[src/sv/mrc_pkg.sv]
// ----------------------------------------------------------------------------
// mrc_pkg: shared types and constants for the Modbus RTU response checker
// Holds the CRC-16 byte step, status and function codes, register indexes
// and the structs passed between the frame tracker and the verdict stage.
// ----------------------------------------------------------------------------
package mrc_pkg;

    localparam int DATA_BYTES_DEF = 8;
    localparam int VALUE_W        = 64;
    localparam int STATUS_W       = 3;
    localparam int EXC_W          = 8;
    localparam int REG_COUNT_W    = 3;
    localparam int CFG_INDEX_W    = 2;
    localparam int CFG_DATA_W     = 8;
    localparam int IN_TDATA_W     = 8;
    localparam int OUT_FIELDS_W   = STATUS_W + EXC_W + VALUE_W;
    localparam int OUT_TDATA_W    = ((OUT_FIELDS_W + 7) / 8) * 8;

    localparam logic [15:0] CRC_INIT = 16'hFFFF;
    localparam logic [15:0] CRC_POLY = 16'hA001;
    localparam logic [15:0] CRC_LSB  = 16'h0001;
    localparam logic [7:0]  EXC_FLAG = 8'h80;

    localparam logic [7:0] POS_MAX       = 8'd255;
    localparam logic [7:0] MIN_FRAME_LEN = 8'd5;
    localparam logic [7:0] POS_SLAVE     = 8'd0;
    localparam logic [7:0] POS_FUNCTION  = 8'd1;
    localparam logic [7:0] POS_COUNT     = 8'd2;
    localparam logic [7:0] POS_DATA      = 8'd3;

    localparam logic [7:0] FUNC_READ_HOLDING = 8'd3;
    localparam logic [7:0] FUNC_READ_INPUT   = 8'd4;
    localparam logic [7:0] FUNC_PRESET_MULTI = 8'd16;

    localparam logic [CFG_INDEX_W-1:0] CFG_IDX_SLAVE_ID  = 2'd0;
    localparam logic [CFG_INDEX_W-1:0] CFG_IDX_FUNCTION  = 2'd1;
    localparam logic [CFG_INDEX_W-1:0] CFG_IDX_REG_COUNT = 2'd2;

    localparam logic [7:0]             RST_SLAVE_ID  = 8'd1;
    localparam logic [7:0]             RST_FUNCTION  = 8'd3;
    localparam logic [REG_COUNT_W-1:0] RST_REG_COUNT = 3'd2;

    typedef logic [STATUS_W-1:0] status_t;
    localparam status_t ST_VALID        = 3'd0;
    localparam status_t ST_SHORT        = 3'd1;
    localparam status_t ST_BAD_ID       = 3'd2;
    localparam status_t ST_CRC          = 3'd3;
    localparam status_t ST_EXCEPTION    = 3'd4;
    localparam status_t ST_BAD_FUNCTION = 3'd5;
    localparam status_t ST_BAD_COUNT    = 3'd6;

    typedef struct packed {
        logic [7:0]             expected_slave_id;
        logic [7:0]             expected_function;
        logic [REG_COUNT_W-1:0] register_count;
    } cfg_t;

    // Frame state as it stands once the current byte is folded in
    typedef struct packed {
        logic [7:0]         position;
        logic [15:0]        crc;
        logic [7:0]         slave_byte;
        logic [7:0]         function_byte;
        logic [7:0]         count_byte;
        logic [VALUE_W-1:0] data;
    } frame_t;

    // One byte of the reflected CRC-16, eight bit steps unrolled
    function automatic logic [15:0] crc16_byte(input logic [15:0] crc_in,
                                               input logic [7:0]  data_in);
        logic [15:0] c;
        c = crc_in ^ {8'h00, data_in};
        for (int k = 0; k < 8; k++) begin
            if ((c & CRC_LSB) != 16'h0000) begin
                c = (c >> 1) ^ CRC_POLY;
            end else begin
                c = c >> 1;
            end
        end
        return c;
    endfunction

endpackage

[src/sv/modbus_rtu_response_checker_core.sv]
// ----------------------------------------------------------------------------
// modbus_rtu_response_checker_core: Modbus RTU response frame checker
// Takes a response one byte per word, runs CRC-16 and the header checks,
// and gives one verdict word per frame.
// ----------------------------------------------------------------------------
// Usage:
//   s_axis carries one received byte per word; tlast marks the frame's last
//   byte. Every byte goes into an input register; the frame tracker then folds it
//   into the frame state (position, CRC-16, slave/function/count bytes,
//   big-endian data). On the last byte the ranked checks fill the result
//   register, which m_axis presents: status, exception code and value.
//   The cfg channel writes expected slave id (index 0), expected function
//   (index 1) and register count (index 2); cfg_ready is always high and
//   the registers should change only while no frame is in flight.
// Flow:
//   One byte per cycle while m_axis does not stall a pending last byte.
//   A last byte waits in the input register until the result register
//   has room, and its verdict is then judged into the result register.
//   The byte step is the CRC unrolled over 8 bits.
// Reset and stall:
//   aresetn (synchronous, low) empties both registers, clears the frame and
//   restores the register defaults (id 1, function 3, count 2). While
//   m_axis stalls with a verdict held, data bytes keep flowing; only a
//   further last byte waits in the input register and s_axis_tready drops.
// ----------------------------------------------------------------------------
module modbus_rtu_response_checker_core import mrc_pkg::*; #(
    parameter int DATA_BYTES = DATA_BYTES_DEF
) (
    input  logic                   aclk,
    input  logic                   aresetn,
    // input byte stream
    input  logic                   s_axis_tvalid,
    output logic                   s_axis_tready,
    input  logic [IN_TDATA_W-1:0]  s_axis_tdata,   // [7:0] rx_byte
    input  logic                   s_axis_tlast,   // last_byte
    // verdict stream
    output logic                   m_axis_tvalid,
    input  logic                   m_axis_tready,
    output logic [OUT_TDATA_W-1:0] m_axis_tdata,   // [2:0] status, [10:3] exception_code,
                                                   // [74:11] value, [79:75] zero
    // register writes
    input  logic                   cfg_valid,
    output logic                   cfg_ready,
    input  logic [CFG_INDEX_W-1:0] cfg_index,
    input  logic [CFG_DATA_W-1:0]  cfg_data
);

    // Configuration registers
    logic [7:0]             slave_id_reg;
    logic [7:0]             function_reg;
    logic [REG_COUNT_W-1:0] reg_count_reg;
    cfg_t                   cfg;

    // Input register
    logic                   in_valid_reg;
    logic [7:0]             in_byte_reg;
    logic                   in_last_reg;
    logic                   advance;
    logic                   s_accept;

    frame_t                 frame_next;
    status_t                out_status;
    logic [EXC_W-1:0]       out_exc;
    logic [VALUE_W-1:0]     out_value;

    assign cfg_ready = 1'b1;

    always_ff @(posedge aclk) begin
        if (!aresetn) begin
            slave_id_reg  <= RST_SLAVE_ID;
            function_reg  <= RST_FUNCTION;
            reg_count_reg <= RST_REG_COUNT;
        end else if (cfg_valid && cfg_ready) begin
            case (cfg_index)
                CFG_IDX_SLAVE_ID:  slave_id_reg  <= cfg_data;
                CFG_IDX_FUNCTION:  function_reg  <= cfg_data;
                CFG_IDX_REG_COUNT: reg_count_reg <= cfg_data[REG_COUNT_W-1:0];
                default: ;  // unmapped index: ignore
            endcase
        end
    end

    assign cfg = '{
        expected_slave_id: slave_id_reg,
        expected_function: function_reg,
        register_count:    reg_count_reg
    };

    // A data byte always moves on; a last byte needs room in the result register
    assign advance       = in_valid_reg && (!in_last_reg || !m_axis_tvalid || m_axis_tready);
    assign s_axis_tready = !in_valid_reg || advance;
    assign s_accept      = s_axis_tvalid && s_axis_tready;

    always_ff @(posedge aclk) begin
        if (!aresetn) begin
            in_valid_reg <= 1'b0;
        end else if (s_axis_tready) begin
            in_valid_reg <= s_axis_tvalid;
        end
    end

    // Hold the payload until the word is accepted
    always_ff @(posedge aclk) begin
        if (s_accept) begin
            in_byte_reg <= s_axis_tdata[7:0];
            in_last_reg <= s_axis_tlast;
        end
    end

    mrc_frame_track #(
        .DATA_BYTES (DATA_BYTES)
    ) u_track (
        .aclk       (aclk),
        .aresetn    (aresetn),
        .step       (advance),
        .rx_byte    (in_byte_reg),
        .last_byte  (in_last_reg),
        .frame_next (frame_next)
    );

    mrc_verdict u_verdict (
        .aclk           (aclk),
        .aresetn        (aresetn),
        .load           (advance && in_last_reg),
        .frame          (frame_next),
        .cfg            (cfg),
        .out_ready      (m_axis_tready),
        .out_valid      (m_axis_tvalid),
        .status         (out_status),
        .exception_code (out_exc),
        .value          (out_value)
    );

    assign m_axis_tdata = OUT_TDATA_W'({out_value, out_exc, out_status});

endmodule

[src/sv/mrc_frame_track.sv]
// ----------------------------------------------------------------------------
// mrc_frame_track: per-frame byte position, CRC and header/data capture
// Folds one byte per step into the frame state and clears it after the
// marked last byte.
// ----------------------------------------------------------------------------
module mrc_frame_track import mrc_pkg::*; #(
    parameter int DATA_BYTES = DATA_BYTES_DEF
) (
    input  logic       aclk,
    input  logic       aresetn,
    input  logic       step,
    input  logic [7:0] rx_byte,
    input  logic       last_byte,
    output frame_t     frame_next
);

    localparam int SHIFT_W = DATA_BYTES * 8;

    logic [7:0]         position_reg, position_next;
    logic [15:0]        crc_reg, crc_next;
    logic [7:0]         slave_reg, slave_next;
    logic [7:0]         function_reg, function_next;
    logic [7:0]         count_reg, count_next;
    logic [SHIFT_W-1:0] shift_reg, shift_next;
    logic [7:0]         data_index;
    logic               capture;

    always_comb begin
        position_next = (position_reg != POS_MAX) ? position_reg + 8'd1 : position_reg;
        crc_next      = crc16_byte(crc_reg, rx_byte);
        slave_next    = slave_reg;
        function_next = function_reg;
        count_next    = count_reg;
        shift_next    = shift_reg;
        data_index    = position_reg - POS_DATA;
        capture       = (position_reg >= POS_DATA) && (data_index < count_reg)
                        && (data_index < 8'(DATA_BYTES));
        case (position_reg)
            POS_SLAVE:    slave_next    = rx_byte;
            POS_FUNCTION: function_next = rx_byte;
            POS_COUNT:    count_next    = rx_byte;
            default: begin
                if (capture) begin
                    shift_next = {shift_reg[SHIFT_W-9:0], rx_byte};
                end
            end
        endcase
    end

    assign frame_next = '{
        position:      position_next,
        crc:           crc_next,
        slave_byte:    slave_next,
        function_byte: function_next,
        count_byte:    count_next,
        data:          VALUE_W'(shift_next)
    };

    // Drop the frame state after the last byte so the next frame starts clean
    always_ff @(posedge aclk) begin
        if (!aresetn || (step && last_byte)) begin
            position_reg <= '0;
            crc_reg      <= CRC_INIT;
            slave_reg    <= '0;
            function_reg <= '0;
            count_reg    <= '0;
            shift_reg    <= '0;
        end else if (step) begin
            position_reg <= position_next;
            crc_reg      <= crc_next;
            slave_reg    <= slave_next;
            function_reg <= function_next;
            count_reg    <= count_next;
            shift_reg    <= shift_next;
        end
    end

endmodule

[src/sv/mrc_verdict.sv]
// ----------------------------------------------------------------------------
// mrc_verdict: ordered frame checks and result register
// Ranks the checks, picks the exception code and value, and holds the
// result until the receiver takes it.
// ----------------------------------------------------------------------------
module mrc_verdict import mrc_pkg::*; (
    input  logic               aclk,
    input  logic               aresetn,
    input  logic               load,
    input  frame_t             frame,
    input  cfg_t               cfg,
    input  logic               out_ready,
    output logic               out_valid,
    output status_t            status,
    output logic [EXC_W-1:0]   exception_code,
    output logic [VALUE_W-1:0] value
);

    logic               valid_reg, valid_next;
    status_t            status_reg, status_next;
    logic [EXC_W-1:0]   exc_reg, exc_next;
    logic [VALUE_W-1:0] value_reg, value_next;
    logic [7:0]         expected_count;

    assign expected_count = 8'({cfg.register_count, 1'b0});

    always_comb begin
        exc_next   = '0;
        value_next = '0;
        if (frame.position < MIN_FRAME_LEN) begin
            status_next = ST_SHORT;
        end else if (frame.slave_byte != cfg.expected_slave_id) begin
            status_next = ST_BAD_ID;
        end else if (frame.crc != 16'h0000) begin
            status_next = ST_CRC;
        end else if ((frame.function_byte & EXC_FLAG) != 8'h00) begin
            status_next = ST_EXCEPTION;
            exc_next    = frame.count_byte;
        end else if (frame.function_byte != cfg.expected_function) begin
            status_next = ST_BAD_FUNCTION;
        end else if (frame.function_byte inside {FUNC_READ_HOLDING, FUNC_READ_INPUT}) begin
            if (frame.count_byte == expected_count) begin
                status_next = ST_VALID;
                value_next  = frame.data;
            end else begin
                status_next = ST_BAD_COUNT;
            end
        end else if (frame.function_byte == FUNC_PRESET_MULTI) begin
            status_next = ST_VALID;
        end else begin
            status_next = ST_BAD_FUNCTION;
        end
    end

    assign valid_next = load || (valid_reg && !out_ready);

    always_ff @(posedge aclk) begin
        if (!aresetn) begin
            valid_reg <= 1'b0;
        end else begin
            valid_reg <= valid_next;
        end
    end

    always_ff @(posedge aclk) begin
        if (load) begin
            status_reg <= status_next;
            exc_reg    <= exc_next;
            value_reg  <= value_next;
        end
    end

    assign out_valid      = valid_reg;
    assign status         = status_reg;
    assign exception_code = exc_reg;
    assign value          = value_reg;

endmodule

[config.mk]
export PLATFORM = sky130hd
export DESIGN_NAME = modbus_rtu_response_checker_core
export DESIGN_NICKNAME = d
export VERILOG_FILES = /design/src/sv/mrc_pkg.sv /design/src/sv/modbus_rtu_response_checker_core.sv /design/src/sv/mrc_frame_track.sv /design/src/sv/mrc_verdict.sv
export SDC_FILE = /design/constraint.sdc
export NUM_CORES = 1
export LEC_CHECK = 0
export BUFFER_PORTS_ARGS = -buffer_cell sky130_fd_sc_hd__buf_2
export CORE_ASPECT_RATIO = 0.6
export CORE_MARGIN = 2
export CORE_UTILIZATION = 48
export DETAILED_ROUTE_END_ITERATION = 16
export MAX_ROUTING_LAYER = met4
export PLACE_DENSITY = 0.67
export SYNTH_ARGS = -nofsm -noshare
export SYNTH_HDL_FRONTEND = slang
export SYNTH_HIERARCHICAL = 1
export SYNTH_SLANG_ARGS = --single-unit
[constraint.sdc]
create_clock -name aclk -period 4.6 [get_ports aclk]
set_input_delay 0.46 -clock aclk [delete_from_list [all_inputs] [get_ports aclk]]
set_output_delay 0.46 -clock aclk [all_outputs]
set_load 0.005 [all_outputs]
==> metrics.txt, run 1 <==
max-slew violation count 0; largest net degree at the start of global routing 76; Routed WL per cell 18.30 µm; Congestion Overflow GR 0; Worst-Skew Late Latency 0.50 ns; most frequent cells in the layout dfxtp_1, nand2_1, mux2i_1, buf_2, mux2_2; most common cell after layout, fill and taps aside dfxtp_1; RePlAce Congestion 0.8735; vias per inst 5.303; Yosys top cell area share 24.17%; diodes inserted 0; area of the die 24,220 µm²; H-tree depth 1; area leader, netlist dfxtp_1; first-pass GRT wire length 39,700 µm; RSZ-0062 raised after global routing no; initial cell density of the core 49.44%; DRT iter0 DRCs 480; CP Launch Type flip-flop; port bufs 100; Fin. Hold Viols 0; Final Critical Period 4.043 ns; Sink Count 217; Fmax 0.2473 GHz; Multi-input gate area 5055 µm²; Post-synth EDFFs 84; final setup violation count 0; non-filler cells, final 1,381; Crit Path Class flip-flop to flip-flop; Sequential Area 5185 µm²; Setup Fix Bufs, Post-CTS 0; number of core rows 42; Layout fillers 1,985; antenna violations before repair 0; ys flop type dfxtp_1; drt pass-1 iters 4; total CTS buffers 21; peak supply drop 0.2197 mV; outcome complete, no violations; vias in the first global route 6,927; drt total wl 25,270 µm; crit path cell chain or4_1 > nor3_2 > buf_4 > nand2_2 > mux2_2 > xor2_1 > nor4_1 > buf_4 > nand4bb_4 > buf_12 > nor4_2; Hold Crit Class primary input to flip-flop; CP max FO 47; die width 199.6 µm; worst-margin pin slew 1.081 ns; CP arrival 4.35 ns; Core Area 22,280 µm²; share of post-route cells with drive strength above 1 29.36%; Final Cycle Share 87.89%; Tot Pwr 4117 µW; #FFs+latches synth 217; pwr/cell area 335.4 nW/µm²; share of flip-flops with an asynchronous set or reset 0%; clock root cell clkbuf_16; DP Cell Count 1,344; area growth from synthesis to layout 11.43%; Leak 0.004849 µW; Ys Warns 6; max incr delay on CP 0.66 ns; slew margin rel. 27.94%; HPWL after detailed placement 17,230 µm; post_cts resized 0; die span in y 121.3 µm; number of distinct library cells after synthesis 55; CTS Buffer Depth 3; Worst Path Required 4.90 ns; Syn Inst Count 997; Max-Cap Viols 0; cell mode on critical path buf_4; DRC viols 0; synth top area cells dfxtp_1, edfxtp_1, mux2i_1; Final Util 55.09%; CTS tree built; syn avg cell area 11.05 µm²; nets 1,094; GRT Total Usage 21.83%; via count 7,323; IO Count 107; Setup TNS Final 0 ns; clock-pin slew of the registers on the worst-case setup and hold paths 0.06 ns; Critical Path End Type flip-flop; Mapped Area 11,020 µm²; Setup Skew 0.01026 ns; CTS hold repair buffers 0; Seq/Total Area, Yosys 47.07%; CP max stage cell or4_1; Post-DRT Antenna Nets 0
per-layer routing:
metal	wire length (µm)	vias to the layer above	global-route usage [%]	part of all wire (%)
li1	-	3569	-	-
met1	13680	3534	35.98	54
met2	9686	201	27.84	38
met3	1649	19	3.280	6.5
met4	248	0	2.917	0.98
met5	0	-	-	0
power by group:
group	total [µW]	internal, µW	leakage, µW	switching [µW]
registers	2080	2040	0.00178	34.8
clock network	1670	948	0.000322	725
logic	367	152	0.00275	215
total	4120	3140	0.00485	974
cells in the mapped netlist, types with 2 or more instances:
master and number:
dfxtp_1 133, nand2_1 126, mux2i_1 123, mux2_2 90, inv_1 86, edfxtp_1 84, nor4_2 60, nor2_1 35
clkbuf_1 30, xnor2_1 26, xor2_1 25, buf_6 22, nor3_1 13, nor4_1 13, buf_2 12, buf_4 11
ha_1 11, nand3_1 10, a21oi_1 9, buf_1 8, nor2b_1 8, o21ai_0 7, and3_1 5, and2_1 4
a21boi_0 3, nand2_2 3, nand3_2 3, nand3b_1 3, and4_1 2, conb_1 2, nand4_1 2, nand4bb_1 2
o211ai_1 2, o32a_1 2, or4_1 2
area by class of cell:
type | count | share of cell area [%]
clock inverters | 8 | 0.5097
clock buffers | 29 | 4.781
multi-input cells | 614 | 41.18
well taps | 308 | 3.140
flip-flops and latches | 217 | 42.24
inverters | 87 | 2.661
repair buffers | 118 | 5.484
worst paths after layout:
check,cells past startpoint,start,to,slack (ns)
worst min-delay path,1,s_axis_tdata[7],in_byte_reg[7],0.14
worst min register to register,2,u_track/shift_reg[56],u_track/shift_reg[56],0.47
worst max-delay path,11,u_track/position_reg[2],u_verdict/value[4],0.56
worst max register to register,11,u_track/position_reg[2],u_verdict/value[4],0.56
critical path: cells and delay by family (launching register included):
family        cells  cell delay, ns
xor+xnor          1            0.14
simple gates      6            2.12
buf+inv           3            0.82
mux               1            0.34
flops             1            0.39
per-stage QoR:
step | setup slack, ns | hold slack [ns] | instance area (µm²)
final | 0.5570 | 0.1384 | 12270
after global routing | 0.3899 | 0.1208 | 12270
after CTS | 0.6435 | 0.1193 | 12270
after detailed placement | 0.6677 | 0.4577 | 11620
after global placement | 0.6807 | 0.4426 | 11620
after floorplan | 0.4233 | 0.4347 | 11030
cells by family (layout without fill, tap and decap cells):
family	Yosys count	in the layout	share of synthesized area, %
simple gates	300	300	17.20
flops	217	217	47.07
mux	213	213	20.38
buf+inv	170	242	7.803
xor+xnor	52	52	4.259
compound gates	32	32	1.976
fa+ha+maj	11	11	1.249
other cells	2	6	0.06818
Note: power is estimated with default switching activity, not from simulation.
==> run 2: changes to the inputs <==
CORE_UTILIZATION = 50   (was 48)
PLACE_DENSITY = 0.69   (was 0.67)
clock period = 3.82 ns   (was 4.6 ns; I/O delays follow)
==> metrics.txt, run 2 (synthesis results as in run 1) <==
Routed WL per cell 17.70 µm; drt pass-1 iters 5; CTS tree built; Congestion Overflow GR 0; HPWL after detailed placement 17,070 µm; Design Area, Final 12,500 µm²; total CTS buffers 22; clock share of power 42.1%; clock-pin slew of the registers on the worst-case setup and hold paths 0.06 ns; CP max FO 24; Sw Pwr 1175 µW; Critical Path End Type flip-flop; max-slew violation count 0; sequential share of power 49.0%; CP Launch Type flip-flop; GRT Total Usage 21.42%; RePlAce Congestion 0.8830; nets 1,115; Worst Path Required 4.12 ns; combinational share of power 8.9%; Crit Path Class flip-flop to flip-flop; first-pass GRT wire length 38,450 µm; area of the die 23,270 µm²; drt total wl 24,470 µm; outcome complete, no violations; Int Pwr 3920 µW; via count 7,404; vias per inst 5.357; Setup Skew 0.01168 ns; final setup violation count 0; Worst-Skew Late Latency 0.50 ns; H-tree depth 1; CP arrival 3.88 ns; clock root cell clkbuf_16; largest net degree at the start of global routing 65; die width 195.6 µm; CTS Buffer Depth 3; Final Critical Period 3.573 ns; Fmax 0.2799 GHz; Final Cycle Share 93.53%; die span in y 119.0 µm; most common cell after layout, fill and taps aside dfxtp_1; pwr/cell area 407.6 nW/µm²; initial cell density of the core 50.51%; RSZ-0062 raised after global routing no; Leak 0.004978 µW; peak supply drop 0.2794 mV; area growth from synthesis to layout 13.45%; Setup TNS Final 0 ns; IO Count 107; Fin. Hold Viols 0; placed cell area 11,760 µm²; vias in the first global route 6,888; Post-DRT Antenna Nets 0; diodes inserted 0; Sw Ratio 23.06%; Hold Crit Class primary input to flip-flop; DRT iter0 DRCs 523; port bufs 100; share of post-route cells with drive strength above 1 30.84%; worst-margin pin slew 0.9863 ns; slew margin rel. 34.25%; Max-Cap Viols 0; antenna violations before repair 0; most frequent cells in the layout dfxtp_1, nand2_1, mux2i_1, buf_2, mux2_2; number of core rows 42; Core Area 21,810 µm²; DRC viols 0; Sink Count 217
==> run 2: changes by cell type in the layout (fill, tap and decap cells not counted), sizes merged <==
cell,previous run,this run
bufinv,1,2
nand2,130,131
clkbuf,29,34
buf,118,137
clkinv,8,5
==> run 2: layout make-up <==
cell class	instances	area [µm²]
multi-input combinational	615	5079
timing repair buffer	137	840.8
clock buffer	34	628.1
tap	286	357.8
sequential	217	5185
inverter	87	326.6
fill	1868	9311
clock inverter	6	80.08
==> run 2: path summary, 6_finish.rpt <==
kind                                start                     to  slack (ns)  cells after the start
setup reg to reg  u_track/position_reg[3]    u_verdict/value[52]        0.25                     11
setup / recovery  u_track/position_reg[3]    u_verdict/value[52]        0.25                     11
hold / removal            s_axis_tdata[6]         in_byte_reg[6]        0.06                      1
hold reg to reg     u_track/shift_reg[62]  u_track/shift_reg[62]        0.46                      2
==> run 2: repair_timing <==
| action | in CTS | in global routing |
|---|---|---|
| resized for setup | 0 | 3 |
| buffers inserted | 0 | 1 |
| hold buffers | 0 | 0 |
| endpoints found under the hold margin | 0 | 0 |
| endpoints found under the setup margin | 0 | 15 |
==> run 2: layer usage <==
| metal | vias to the layer above | GRT usage (%) | part of all wire [%] |
|---|---|---|---|
| li1 | 3604 | - | - |
| met3 | 31 | 3.087 | 6.0 |
| met2 | 215 | 27.21 | 38 |
| met1 | 3554 | 35.15 | 54 |
| met4 | 0 | 4.008 | 1.6 |
| met5 | - | - | 0 |
==> run 2: power by group through the flow <==
stage	sequential [µW]	combinational (µW)	clock (µW)
detailed placement	2550	444	0
global route	2500	491	2290
CTS	2500	447	2190
floorplan	2540	314	0
finish	2500	454	2140
global placement	2550	441	0
==> run 2: worst max-delay path, stage by stage, from the launching register on <==
cell     delay [ns]
dfxtp_1        0.39
or4_4          0.58
nor3_1         0.21
xor2_1         0.17
ha_1           0.26
a211o_1        0.33
nor4_4         0.37
nand2_4        0.22
buf_12         0.24
mux2_2         0.24
inv_1          0.05
nor4_2         0.31
==> run 2: stage by stage <==
step                setup WS (ns)  hold slack, ns  utilization [%]  std cells  power, µW
finish                     0.2470         0.05676            57.30       1382       5094
detailed placement         0.1407          0.4509            53.91       1340       2991
floorplan                  0.3093          0.4347                -       1001       2854
CTS                        0.1153         0.04275            57.16       1380       5135
global route              0.05773         0.04186            57.30       1382       5281
global placement           0.1776          0.4459            53.91       1340       2988
